--- src/mgt_pkg.sv ---
// ----------------------------------------------------------------------------
// Masked grid triangulator package
// Shared widths, the quad record passed from front to back, and the
// configuration register map.
// ----------------------------------------------------------------------------
package mgt_pkg;

	// Fixed field widths.
	localparam int STEPS_W   = 12;
	localparam int RADIAL_W  = 8;
	localparam int IDX_W     = 19;
	localparam int CFG_IDX_W = 3;

	// Lower bounds that the geometry registers saturate to.
	localparam int MIN_STEPS  = 2;
	localparam int MIN_RADIAL = 8;

	// Number of kept quads that can wait between front and back.
	localparam int QUEUE_DEPTH = 4;

	typedef logic [IDX_W-1:0] vidx_t;

	// One kept quad: its lower-right index d and its upper-right index b.
	// The other two corners are one less than these.
	typedef struct packed {
		vidx_t d_idx;
		vidx_t b_idx;
	} quad_t;

	typedef enum logic [CFG_IDX_W-1:0] {
		REG_STEPS    = 3'd0,
		REG_RADIAL   = 3'd1,
		REG_AVG_THR  = 3'd2,
		REG_MAX_THR  = 3'd3,
		REG_PART_THR = 3'd4
	} cfg_reg_t;

endpackage

--- src/mgt_front.sv ---
// ----------------------------------------------------------------------------
// Masked grid triangulator front end
// Accepts mask samples, tracks the grid position, keeps the previous row in a
// line store and decides for every completed quad whether it is kept.
// ----------------------------------------------------------------------------
module mgt_front import mgt_pkg::*; #(
	parameter int MAX_RADIAL     = 128,
	parameter int MAX_STEPS      = 2048,
	parameter int MASK_FRAC_BITS = 12
) (
	input  logic                    clk,
	input  logic                    arst_n,
	input  logic                    in_valid,
	output logic                    in_ready,
	input  logic [MASK_FRAC_BITS:0] opening_mask,
	input  logic                    grid_start,
	input  logic [STEPS_W-1:0]      steps_cfg,
	input  logic [RADIAL_W-1:0]     radial_cfg,
	input  logic [MASK_FRAC_BITS:0] avg_thr,
	input  logic [MASK_FRAC_BITS:0] max_thr,
	input  logic [MASK_FRAC_BITS:0] part_thr,
	output logic                    push_valid,
	input  logic                    push_ready,
	output quad_t                   push_data
);

	localparam int MW    = MASK_FRAC_BITS + 1;
	localparam int SUMW  = MW + 2;
	localparam int DEPTH = MAX_RADIAL + 1;
	localparam int CW    = $clog2(MAX_RADIAL + 1);
	localparam int RCW   = (CW > RADIAL_W) ? CW : RADIAL_W;
	localparam int SCW   = ($clog2(MAX_STEPS + 2) > STEPS_W + 1) ?
		$clog2(MAX_STEPS + 2) : STEPS_W + 1;
	localparam logic [MW-1:0] MASK_ONE = {1'b1, {MASK_FRAC_BITS{1'b0}}};

	// Line store holding the previous row of masks.
	logic [MW-1:0] line_mem [DEPTH];

	logic [CW-1:0]      col_q;
	logic [STEPS_W-1:0] row_q;
	vidx_t              vcnt_q;
	logic [MW-1:0]      above_q;
	logic [MW-1:0]      left_q;

	logic               s1_v_q;
	logic [MW-1:0]      a_s1, c_s1, d_s1;
	vidx_t              didx_s1, bidx_s1;

	logic [RCW-1:0]     radial_ext;
	logic [CW-1:0]      radial_c;
	logic [SCW-1:0]     steps_ext, steps_c, steps_p1;
	logic [CW-1:0]      col_cnt_e, col;
	logic [STEPS_W-1:0] row_e, row_inc, row_next;
	vidx_t              vcnt_e, cols;
	logic [MW-1:0]      mask_sat;
	logic               accept, ignore, is_quad;
	logic [SUMW-1:0]    sum;
	logic [MW-1:0]      mx_ab, mx_cd, mx;
	logic               cull;

	// Saturate the geometry into its legal range.
	always_comb begin
		radial_ext = RCW'(radial_cfg);
		if (radial_ext < RCW'(MIN_RADIAL)) begin
			radial_c = CW'(MIN_RADIAL);
		end else if (radial_ext > RCW'(MAX_RADIAL)) begin
			radial_c = CW'(MAX_RADIAL);
		end else begin
			radial_c = radial_ext[CW-1:0];
		end
		steps_ext = SCW'(steps_cfg);
		if (steps_ext < SCW'(MIN_STEPS)) begin
			steps_c = SCW'(MIN_STEPS);
		end else if (steps_ext > SCW'(MAX_STEPS)) begin
			steps_c = SCW'(MAX_STEPS);
		end else begin
			steps_c = steps_ext;
		end
		steps_p1 = steps_c + SCW'(1);
	end

	// Position of the arriving vertex; a grid start clears the counters first.
	always_comb begin
		mask_sat  = (opening_mask > MASK_ONE) ? MASK_ONE : opening_mask;
		col_cnt_e = grid_start ? '0 : col_q;
		row_e     = grid_start ? '0 : row_q;
		vcnt_e    = grid_start ? '0 : vcnt_q;
		ignore    = SCW'(row_e) > steps_c;
		col       = (RCW'(col_cnt_e) > RCW'(radial_c)) ? radial_c : col_cnt_e;
		is_quad   = (row_e != '0) && (col != '0);
		cols      = IDX_W'(radial_c) + IDX_W'(1);
		row_inc   = row_e + STEPS_W'(1);
		row_next  = (SCW'(row_inc) > steps_p1) ? steps_p1[STEPS_W-1:0] : row_inc;
	end

	// Cull decision for the quad held in stage one. The upper-right corner is
	// the line store word read when this quad's last vertex was accepted.
	always_comb begin
		sum   = SUMW'(a_s1) + SUMW'(above_q) + SUMW'(c_s1) + SUMW'(d_s1);
		mx_ab = (a_s1 > above_q) ? a_s1 : above_q;
		mx_cd = (c_s1 > d_s1) ? c_s1 : d_s1;
		mx    = (mx_ab > mx_cd) ? mx_ab : mx_cd;
		cull  = (sum > {avg_thr, 2'b00}) ||
			((mx > max_thr) && (sum > {part_thr, 2'b00}));
	end

	assign push_valid        = s1_v_q && !cull;
	assign push_data.d_idx   = didx_s1;
	assign push_data.b_idx   = bidx_s1;
	assign in_ready          = !s1_v_q || cull || push_ready;
	assign accept            = in_valid && in_ready;

	always_ff @(posedge clk) begin
		if (accept && !ignore) begin
			line_mem[col] <= mask_sat;
		end
	end

	always_ff @(posedge clk or negedge arst_n) begin
		if (!arst_n) begin
			above_q <= '0;
			left_q  <= '0;
		end else if (accept && !ignore) begin
			above_q <= line_mem[col];
			left_q  <= mask_sat;
		end
	end

	always_ff @(posedge clk or negedge arst_n) begin
		if (!arst_n) begin
			col_q  <= '0;
			row_q  <= '0;
			vcnt_q <= '0;
		end else if (accept) begin
			if (ignore) begin
				col_q  <= col_cnt_e;
				row_q  <= row_e;
				vcnt_q <= vcnt_e;
			end else begin
				vcnt_q <= vcnt_e + IDX_W'(1);
				if (col >= radial_c) begin
					col_q <= '0;
					row_q <= row_next;
				end else begin
					col_q <= col + CW'(1);
					row_q <= row_e;
				end
			end
		end
	end

	always_ff @(posedge clk or negedge arst_n) begin
		if (!arst_n) begin
			s1_v_q <= 1'b0;
		end else if (accept) begin
			s1_v_q <= !ignore && is_quad;
		end else if (in_ready) begin
			s1_v_q <= 1'b0;
		end
	end

	always_ff @(posedge clk) begin
		if (accept) begin
			a_s1    <= above_q;
			c_s1    <= left_q;
			d_s1    <= mask_sat;
			didx_s1 <= vcnt_e;
			bidx_s1 <= vcnt_e - cols;
		end
	end

endmodule

--- src/mgt_queue.sv ---
// ----------------------------------------------------------------------------
// Masked grid triangulator quad queue
// A short first-in first-out buffer of kept quads between front and back.
// ----------------------------------------------------------------------------
module mgt_queue import mgt_pkg::*; (
	input  logic  clk,
	input  logic  arst_n,
	input  logic  push_valid,
	output logic  push_ready,
	input  quad_t push_data,
	output logic  pop_valid,
	input  logic  pop_ready,
	output quad_t pop_data
);

	localparam int PW = $clog2(QUEUE_DEPTH);

	quad_t         slot_q [QUEUE_DEPTH];
	logic [PW-1:0] wr_q, rd_q;
	logic [PW:0]   cnt_q;
	logic          push, pop;

	assign push_ready = cnt_q != (PW+1)'(QUEUE_DEPTH);
	assign pop_valid  = cnt_q != '0;
	assign pop_data   = slot_q[rd_q];
	assign push       = push_valid && push_ready;
	assign pop        = pop_valid && pop_ready;

	always_ff @(posedge clk) begin
		if (push) begin
			slot_q[wr_q] <= push_data;
		end
	end

	always_ff @(posedge clk or negedge arst_n) begin
		if (!arst_n) begin
			wr_q  <= '0;
			rd_q  <= '0;
			cnt_q <= '0;
		end else begin
			if (push) begin
				wr_q <= wr_q + PW'(1);
			end
			if (pop) begin
				rd_q <= rd_q + PW'(1);
			end
			if (push && !pop) begin
				cnt_q <= cnt_q + (PW+1)'(1);
			end else if (pop && !push) begin
				cnt_q <= cnt_q - (PW+1)'(1);
			end
		end
	end

endmodule

--- src/mgt_back.sv ---
// ----------------------------------------------------------------------------
// Masked grid triangulator back end
// Takes one kept quad at a time and sends its six corner indices a, c, b,
// b, c, d through a registered output, one index per cycle while not stalled.
// ----------------------------------------------------------------------------
module mgt_back import mgt_pkg::*; (
	input  logic  clk,
	input  logic  arst_n,
	input  logic  pop_valid,
	output logic  pop_ready,
	input  quad_t pop_data,
	output logic  out_valid,
	input  logic  out_ready,
	output vidx_t vertex_index,
	output logic  last_of_quad
);

	typedef enum logic [5:0] {
		PH_A  = 6'b000001,
		PH_C1 = 6'b000010,
		PH_B1 = 6'b000100,
		PH_B2 = 6'b001000,
		PH_C2 = 6'b010000,
		PH_D  = 6'b100000
	} phase_t;

	phase_t ph_q, ph_next;
	quad_t  cur_q;
	logic   busy_q;
	logic   out_v_q, last_q;
	vidx_t  idx_q, idx_sel;
	logic   out_free, load_out, done;

	assign out_free  = !out_v_q || out_ready;
	assign load_out  = busy_q && out_free;
	assign done      = load_out && (ph_q == PH_D);
	assign pop_ready = !busy_q || done;

	always_comb begin
		case (ph_q)
			PH_A: begin
				idx_sel = cur_q.b_idx - IDX_W'(1);
				ph_next = PH_C1;
			end
			PH_C1: begin
				idx_sel = cur_q.d_idx - IDX_W'(1);
				ph_next = PH_B1;
			end
			PH_B1: begin
				idx_sel = cur_q.b_idx;
				ph_next = PH_B2;
			end
			PH_B2: begin
				idx_sel = cur_q.b_idx;
				ph_next = PH_C2;
			end
			PH_C2: begin
				idx_sel = cur_q.d_idx - IDX_W'(1);
				ph_next = PH_D;
			end
			PH_D: begin
				idx_sel = cur_q.d_idx;
				ph_next = PH_A;
			end
			default: begin
				idx_sel = cur_q.d_idx;
				ph_next = PH_A;
			end
		endcase
	end

	// A new quad always starts at the first corner; the last corner of the
	// previous quad already steps the phase back there.
	always_ff @(posedge clk or negedge arst_n) begin
		if (!arst_n) begin
			busy_q  <= 1'b0;
			ph_q    <= PH_A;
			out_v_q <= 1'b0;
		end else begin
			if (load_out) begin
				out_v_q <= 1'b1;
			end else if (out_ready) begin
				out_v_q <= 1'b0;
			end
			if (pop_valid && pop_ready) begin
				busy_q <= 1'b1;
				ph_q   <= PH_A;
			end else begin
				if (load_out) begin
					ph_q <= ph_next;
				end
				if (done) begin
					busy_q <= 1'b0;
				end
			end
		end
	end

	always_ff @(posedge clk) begin
		if (pop_valid && pop_ready) begin
			cur_q <= pop_data;
		end
		if (load_out) begin
			idx_q  <= idx_sel;
			last_q <= (ph_q == PH_D);
		end
	end

	assign out_valid    = out_v_q;
	assign vertex_index = idx_q;
	assign last_of_quad = last_q;

endmodule

--- src/masked_grid_triangulator_top.sv ---
// ----------------------------------------------------------------------------
// Masked grid triangulator
// Turns a row-major stream of per-vertex opening masks into the triangle
// index list of the grid quads that survive the mask cull.
// ----------------------------------------------------------------------------
// The block takes one mask request per grid vertex, row by row, over a grid of
// longitudinal_steps+1 rows by radial_segments+1 columns; grid_start marks the
// first vertex of a grid. Masks are unsigned with MASK_FRAC_BITS fraction bits
// and saturate to 1.0. When the lower-right corner of a quad arrives, the
// front end compares the corner sum and maximum against the three thresholds;
// a kept quad goes into a four-entry queue, and the back end sends its six
// indices a, c, b, b, c, d on the output, one per cycle unless out_ready
// stalls the output, with last_of_quad on the sixth. A vertex that keeps no
// quad (first row, first column, culled, or after the grid is complete)
// never holds up the input, so such vertices are accepted every cycle. A
// kept quad occupies the back end sequencer for all six of its indices, which
// limits the sustained rate when all quads are kept; the queue absorbs short
// runs of kept quads so the input keeps moving. A kept quad passes stage one,
// the queue and the back end's quad register on its way to the registered
// output. A new request is taken while an index still waits for out_ready.
// Configuration writes take effect at the next edge and are meant to be made
// while the block is idle. The line store needs no clearing after reset.
// ----------------------------------------------------------------------------
module masked_grid_triangulator_top import mgt_pkg::*; #(
	parameter int MAX_RADIAL     = 128,
	parameter int MAX_STEPS      = 2048,
	parameter int MASK_FRAC_BITS = 12,
	localparam int MW            = MASK_FRAC_BITS + 1,
	localparam int CFG_W         = (MW > STEPS_W) ? MW : STEPS_W
) (
	input  logic                    clk,
	input  logic                    arst_n,
	input  logic                    cfg_write_en,
	input  logic [CFG_IDX_W-1:0]    cfg_index,
	input  logic [CFG_W-1:0]        cfg_data,
	input  logic                    in_valid,
	output logic                    in_ready,
	input  logic [MASK_FRAC_BITS:0] opening_mask,
	input  logic                    grid_start,
	output logic                    out_valid,
	input  logic                    out_ready,
	output logic [IDX_W-1:0]        vertex_index,
	output logic                    last_of_quad
);

	// Threshold reset values are 0.42, 0.74 and 0.28, rounded to the mask scale.
	localparam logic [MW-1:0] AVG_THR_RST  =
		MW'(((42 << MASK_FRAC_BITS) + 50) / 100);
	localparam logic [MW-1:0] MAX_THR_RST  =
		MW'(((74 << MASK_FRAC_BITS) + 50) / 100);
	localparam logic [MW-1:0] PART_THR_RST =
		MW'(((28 << MASK_FRAC_BITS) + 50) / 100);

	logic [STEPS_W-1:0]  steps_q;
	logic [RADIAL_W-1:0] radial_q;
	logic [MW-1:0]       avg_thr_q, max_thr_q, part_thr_q;

	logic  push_valid, push_ready, pop_valid, pop_ready;
	quad_t push_data, pop_data;

	// Configuration registers. Indices past the register list are dropped.
	always_ff @(posedge clk or negedge arst_n) begin
		if (!arst_n) begin
			steps_q    <= STEPS_W'(16);
			radial_q   <= RADIAL_W'(8);
			avg_thr_q  <= AVG_THR_RST;
			max_thr_q  <= MAX_THR_RST;
			part_thr_q <= PART_THR_RST;
		end else if (cfg_write_en) begin
			case (cfg_reg_t'(cfg_index))
				REG_STEPS:    steps_q    <= cfg_data[STEPS_W-1:0];
				REG_RADIAL:   radial_q   <= cfg_data[RADIAL_W-1:0];
				REG_AVG_THR:  avg_thr_q  <= cfg_data[MW-1:0];
				REG_MAX_THR:  max_thr_q  <= cfg_data[MW-1:0];
				REG_PART_THR: part_thr_q <= cfg_data[MW-1:0];
				default: begin
				end
			endcase
		end
	end

	// The front end tracks the grid position, reads the line store and culls.
	mgt_front #(
		.MAX_RADIAL     (MAX_RADIAL),
		.MAX_STEPS      (MAX_STEPS),
		.MASK_FRAC_BITS (MASK_FRAC_BITS)
	) u_front (
		.clk          (clk),
		.arst_n       (arst_n),
		.in_valid     (in_valid),
		.in_ready     (in_ready),
		.opening_mask (opening_mask),
		.grid_start   (grid_start),
		.steps_cfg    (steps_q),
		.radial_cfg   (radial_q),
		.avg_thr      (avg_thr_q),
		.max_thr      (max_thr_q),
		.part_thr     (part_thr_q),
		.push_valid   (push_valid),
		.push_ready   (push_ready),
		.push_data    (push_data)
	);

	// Kept quads wait here so that front and back stall independently.
	mgt_queue u_queue (
		.clk        (clk),
		.arst_n     (arst_n),
		.push_valid (push_valid),
		.push_ready (push_ready),
		.push_data  (push_data),
		.pop_valid  (pop_valid),
		.pop_ready  (pop_ready),
		.pop_data   (pop_data)
	);

	// The back end expands each quad into its six indices.
	mgt_back u_back (
		.clk          (clk),
		.arst_n       (arst_n),
		.pop_valid    (pop_valid),
		.pop_ready    (pop_ready),
		.pop_data     (pop_data),
		.out_valid    (out_valid),
		.out_ready    (out_ready),
		.vertex_index (vertex_index),
		.last_of_quad (last_of_quad)
	);

endmodule

--- config.mk ---
export PLATFORM = sky130hd
export DESIGN_NAME = masked_grid_triangulator_top
export DESIGN_NICKNAME = d
export VERILOG_FILES = /design/src/mgt_pkg.sv /design/src/mgt_front.sv /design/src/mgt_queue.sv /design/src/mgt_back.sv /design/src/masked_grid_triangulator_top.sv
export SDC_FILE = /design/constraint.sdc
export NUM_CORES = 2
export LEC_CHECK = 0
export BUFFER_PORTS_ARGS = -buffer_cell sky130_fd_sc_hd__buf_2
export CAP_MARGIN = 30
export CORE_ASPECT_RATIO = 0.5
export CORE_UTILIZATION = 32
export CTS_CLUSTER_SIZE = 12
export DETAILED_ROUTE_END_ITERATION = 16
export SYNTH_ARGS = -nofsm -noshare
export SYNTH_HDL_FRONTEND = slang
export SYNTH_SLANG_ARGS = --single-unit
--- constraint.sdc ---
create_clock -name clk -period 13.1 [get_ports clk]
set_input_delay 2.62 -clock clk [delete_from_list [all_inputs] [get_ports clk]]
set_output_delay 2.62 -clock clk [all_outputs]
set_load 0.02 [all_outputs]
-- After elaboration in Yosys (flattened, before gate mapping)
Memories as Yosys holds them, arrays and structs flattened. A register that Yosys moved wholly into a read port is not among the register bits.
Index checks and enable logic that the tools add are counted.
W data, S select, Z words.
- mux-type cells: 34
- $lt $le $gt $ge: 15
- equal/unequal tests: 11
- reduce and logical (&&, ||, !) cells: 41
- $add $sub $neg: 15
- operators by type and width (operator ; count):
    $mux W13 ; 5
    $mux W12 ; 5
    $pmux W19 S3 ; 1
    $gt A13 B13 Y1 ; 4
    $mux W8 ; 6
    $mux W19 ; 2
    $sub A19 B1 Y19 const B ; 2
    $add A15 B13 Y15 ; 2
    $gt A15 B15 Y1 ; 2
    $pmux W6 S5 ; 1
    $gt A12 B13 Y1 ; 2
    $add A19 B1 Y19 const B ; 1
    $sub A19 B19 Y19 ; 1
    $add A13 B13 Y14 ; 1
    $add A13 B1 Y13 const B ; 1
    $gt A13 B13 Y1 const B ; 1
    $add A12 B1 Y12 const B ; 1
    $gt A12 B12 Y1 const B ; 1
    $logic_and A1 B1 Y1 ; 12
    $lt A12 B2 Y1 const B ; 1
    $mux W6 ; 2
    $reduce_bool A12 Y1 ; 1
    $mux W1 ; 10
    $reduce_and A2 Y1 ; 5
    27 further kinds ; 46
- output and inout port bits: 22
- RAM bits: 1829
- bits of input ports: 35
- register bits: 224
- memories: 2
- memory list (name ; depth ; width ; read ports ; clocked after memory_dff ; wr ports ; RTL line ; source):
    u_front.line_mem ; 129 ; 13 ; 1 ; 1 ; 1 ; mgt_front.sv:37 ; logic [MW-1:0] line_mem [DEPTH];
    u_queue.slot_q ; 4 ; 38 ; 1 ; 1 ; 1 ; mgt_queue.sv:18 ; quad_t slot_q [QUEUE_DEPTH];

-- Longest topological paths before layout
- word-level depth: 14
- gate-level depth with buffers: 42
- mapped depth without buffers: 41

-- Modules after synthesis
A second synthesis with hierarchy kept.
- cell total of the unflattened synthesis: 5898
- area total of the unflattened synthesis: 88283.4 um2
- modules (own cells, without submodules) (module ; area each (um2) ; cells each ; times used ; sequential area each (um2)):
    mgt_front ; 76552.2 ; 5218 ; 1 ; 54322.1
    mgt_queue ; 5940.7 ; 234 ; 1 ; 4739.5
    mgt_back ; 3429.5 ; 318 ; 1 ; 1943.1
    masked_grid_triangulator_top ; 2361.0 ; 128 ; 1 ; 1506.4

-- Worst setup path after synthesis
No wires, ideal clock.
- path kind: reg-to-reg
- from: register u_front.a_s1[1]
- to: memory u_front.line_mem[128][0] (netlist name), enable pin
- data arrival time: 9.541 ns
- stages on the path, launching flop included: 39
- library setup time: 0.422 ns
- slack: 3.137 ns
- data required time: 12.678 ns
- cells stage by stage: edfxtp_1 -> ha_1 -> nor2b_1 -> o21a_1 -> o21a_1 -> o21a_1 -> o21a_1 -> o21ai_0 -> a21oi_1 -> o41ai_1 -> nor2_1 -> buf_1 -> mux2i_1 -> inv_1 -> ha_1 -> o21a_1 -> o21a_1 -> o21a_1 -> [... 3 more ...] -> o31a_1 -> o21ai_0 -> a21o_1 -> buf_1 -> mux2i_1 -> ha_1 -> o21a_1 -> o21a_1 -> o21a_1 -> o21ai_0 -> a221o_1 -> a21oi_1 -> o31ai_1 -> inv_2 -> and2_1 -> clkbuf_1 -> nand3_1 -> nor4b_1
- word-level cells in the longest chain between the ends: 13
- RTL lines (item ; RTL line ; source):
    start, declared ; mgt_front.sv:46 ; logic [MW-1:0] a_s1, c_s1, d_s1;
    start signal, assigned ; mgt_front.sv:164 ; a_s1 <= above_q;
    parallel branches: the longest is 6 deep, another holds $add A15 B13 Y15 ; n/a ;
    $logic_or A1 B1 Y1 (*) ; mgt_front.sv:103 ; cull = (sum > {avg_thr, 2'b00}) ||
    $logic_or A1 B1 Y1 (*) (2 in a row) ; mgt_front.sv:110 ; assign in_ready = !s1_v_q || cull || push_ready;
    $logic_and A1 B1 Y1 (*) ; mgt_front.sv:111 ; assign accept = in_valid && in_ready;
    via u_front.accept ; mgt_front.sv:56 ; logic accept, ignore, is_quad;
    $logic_and A1 B1 Y1 (*) ; mgt_front.sv:114 ; if (accept && !ignore) begin
    $mux W1 (*) ; mgt_front.sv:114 ;
    $mux W1 (implied by the code) (*) ; mgt_front.sv:115 ; line_mem[col] <= mask_sat;
    end, declared ; mgt_front.sv:37 ;
Mark *: on every way through the listed nets, which the timed path passes.

-- Worst setup path in the final report
- from: register u_front.above_q[1], read port of u_front.line_mem
- to: output in_ready
- word-level cells in the longest chain between the ends: 9
- RTL lines (item ; RTL line ; source):
    start, declared ; mgt_front.sv:42 ; logic [MW-1:0] above_q;
    parallel branches: the longest is 6 deep, another holds $add A15 B13 Y15 ; n/a ;
    $logic_or A1 B1 Y1 (*) ; mgt_front.sv:103 ;
    $logic_or A1 B1 Y1 (*) (2 in a row) ; mgt_front.sv:110 ;
    end, declared ; masked_grid_triangulator_top.sv:37 ; output logic in_ready,
Mark *: on every way between the ends.

==> out/results.txt <==
Routability Congestion: 0.875
RSZ-0062 raised after global routing: no
Clk sink count: 2104
Drc violations: 0
GRT Residual Overflow: 0
Final HPWL DP: 141000 microns
Cell taking the most area after synthesis: edfxtp_1
ANT nets after route: 0
Peak VDD IR: 0.192 mV
Critical Path RT: 10.48 ns
Post-route total power: 20500 uW
Synth cell types: 88
Initial antenna violation count: 5
Die Y: 372 microns
Worst Tran Pin Value: 1.23 ns
CP max stage cell: a21o_1
Syn Nets: 5739
Most frequent CP cell: o21a_1
Die area: 276000 sq um
Core ar.: 272000 sq um
H-tree levels: 4
Relative slew margins: 15.6%
Path type of the worst min-delay path: reg -> reg
Drt first pass iters: 8
Sum of negative setup slack: 0 ns
Final Max Tran Viols: 0
Global-route wire length before repair: 333000 microns
Fin util: 36.6%
Vias per std cell: 5.24
Wire length per cell: 24.0 microns
CTS buffer count: 211
Maximum root-to-sink buffer count: 4
Synth Register Bits: 2104
GRT Util Overall: 16.1%
Critical path's largest stage delay: 0.57 ns
Register area share after synthesis: 71.3%
Via Count: 49700
CP Capture Type: primary output
# Post-CTS Setup Buffers: 0
PwrDens: 207 nW/um^2
Starting Density: 32.3%
Drt total wl: 228000 microns
WP data arrival: 8.58 ns
Layout Nets: 5975
First-iteration detailed-routing DRC count: 5593
Pleak: 0.0326 uW
Mean Syn Cell Area: 15.9 sq um
Post-Syn Area: 87700 sq um
Most used DFF post-synth: edfxtp_1
Die Width: 742 microns
Fmax: 89.3 MHz
CP Launch Type: register
Layout Skew: 0.102 ns
Vias in the first global route: 48700
Worst Path Max Fanout: 12
Area delta synth->final: 13.4%
Fin crit period: 11.20 ns
CTS tree: built
Most common cell in the netlist: edfxtp_1
Post-synth ARST share: 6.65%
Num rows: 135
Share of the synthesized area in the top cell type: 67.3%
Max-capacitance violation count: 0
Clk_lat worst skew: 0.87 ns
Yosys Warn Count: 0
Period utilization: 85.5%
Cts repair resizes: 0
Clk root buf: clkbuf_16
Outcome: completed
Hold Vio Cnt, Final: 0
Setup violators final: 0
Number of flops mapped to enable cells by yosys: 1964
Synth Instances: 5519
Clock Pin Slew Worst Setup and Hold Paths: 0.06 ns
Critical path class: reg -> out
Most area-consuming cells after synthesis: edfxtp_1, mux2i_1, dfrtp_1, o22ai_1, ha_1
Pin count of the biggest net entering global routing: 144
Hold_buf cts: 0
# IOs: 57
I/O Buffers: 56
Share of layout cells above drive strength 1: 12.9%
Post-synth top cells: edfxtp_1, mux2i_1, o22ai_1
sequential cells by signal, indices dropped and copies added, names as in the netlist, 2 cells and up:
signal and cells:
u_front.col_q 8, u_front.left_q 13, u_queue.wr_q 2, u_front.a_s1 13, part_thr_q 13, u_front.bidx_s1 19, u_back.vertex_index 19, radial_q 8
u_front.row_q 12, avg_thr_q 13, u_queue.cnt_q 3, max_thr_q 13, steps_q 12, u_front.above_q 13, u_back.ph_q 6, u_queue.slot_q 152
u_queue.rd_q 2, u_front.line_mem 1677, u_back.cur_q 38, u_front.d_s1 13, u_front.vcnt_q 19, u_front.c_s1 13, u_front.didx_s1 19
layout by cell type, fill, tap and decap left out, types with 25 or more instances in the layout:
| cell | instances |
|---|---|
| clkbuf_1 | 72 |
| buf_4 | 205 |
| nand3_1 | 134 |
| o21ai_0 | 171 |
| nor2b_1 | 53 |
| o22a_1 | 38 |
| a21o_1 | 25 |
| mux4_2 | 76 |
| dfrtp_1 | 114 |
| mux2_2 | 48 |
| o22ai_1 | 354 |
| buf_2 | 57 |
| edfxtp_1 | 1964 |
| nand4_1 | 31 |
| xnor2_1 | 50 |
| nor4_1 | 98 |
| xor2_1 | 28 |
| ha_1 | 168 |
| clkbuf_16 | 214 |
| nor3_1 | 48 |
| o21a_1 | 39 |
| a31oi_1 | 30 |
| nand2_1 | 174 |
| inv_1 | 176 |
| mux2i_1 | 729 |
| dfstp_2 | 25 |
| a21oi_1 | 147 |
| nor2_1 | 246 |
worst max-delay path, delay by kind of cell (launching register included):
family          cells  cell delay (ns)
compound gates     22             4.32
fa+ha+maj           3             0.88
buf+inv             3             0.35
flops               1             0.42
mux                 2             0.56
simple gates        6             1.16
routing by layer:
layer | track usage (%) | share of wire (%) | vias to the layer above
met5 | 0 | 0 | -
met4 | 4.92 | 3.0 | 0
met3 | 2.85 | 7.7 | 352
met2 | 25.5 | 46 | 1910
met1 | 22.5 | 44 | 25500
li1 | - | - | 22000
area by class of cell:
class | count | area (sq um)
antenna | 2 | 5.00
clock buffer | 291 | 5690
clock inverter | 31 | 225
fill | 25300 | 172000
inverter | 182 | 701
multi-input combinational | 2951 | 23300
sequential | 2104 | 62500
tap | 3630 | 4540
timing repair buffer | 305 | 2510
kinds of logic after synthesis:
group                    after synthesis  synth area share [%]
flip-flops                          2104                  71.3
AO/OA/AOI/OAI                        952                  6.83
AND/OR/NAND/NOR                      875                  4.86
multiplexers                         860                  11.0
buffers and inverters                464                  2.47
adder cells (fa/ha/maj)              185                  2.79
XOR/XNOR                              78                 0.779
other                                  1               0.00428
worst paths after layout:
check	start	end	slack, ns	depth (start not counted)
max	u_front.above_q[1]	in_ready	1.90	36
min	u_front.left_q[7]	u_front.c_s1[7]	0.45	0
max reg2reg	u_front.above_q[1]	u_front.line_mem[4][0]	2.01	40
min reg2reg	u_front.left_q[7]	u_front.c_s1[7]	0.45	0
max in group asynchronous	arst_n	u_back.ph_q[0]	10.11	3
min in group asynchronous	arst_n	u_front.above_q[6]	1.81	1
per-stage QoR:
step                      instance area (sq um)  hold WS, ns  setup WS (ns)  std cells
after floorplan                           87700        0.421           3.14       5519
after global placement                    93100        0.433           1.95       9135
after detailed placement                  93400        0.434           2.26       9161
after CTS                                 99300        0.446           1.85       9483
after global routing                      99500        0.452           1.18       9494
final                                     99500        0.450           1.90       9496
report_power, final:
group / total (uW) / leakage (uW) / internal [uW] / switching (uW)
Clock: 5440 / 0.00286 / 3010 / 2430
Combinational: 7160 / 0.0101 / 2700 / 4460
Sequential: 7950 / 0.0196 / 7760 / 189
Total: 20500 / 0.0326 / 13500 / 7070
Power figures use the tool's default switching activity.
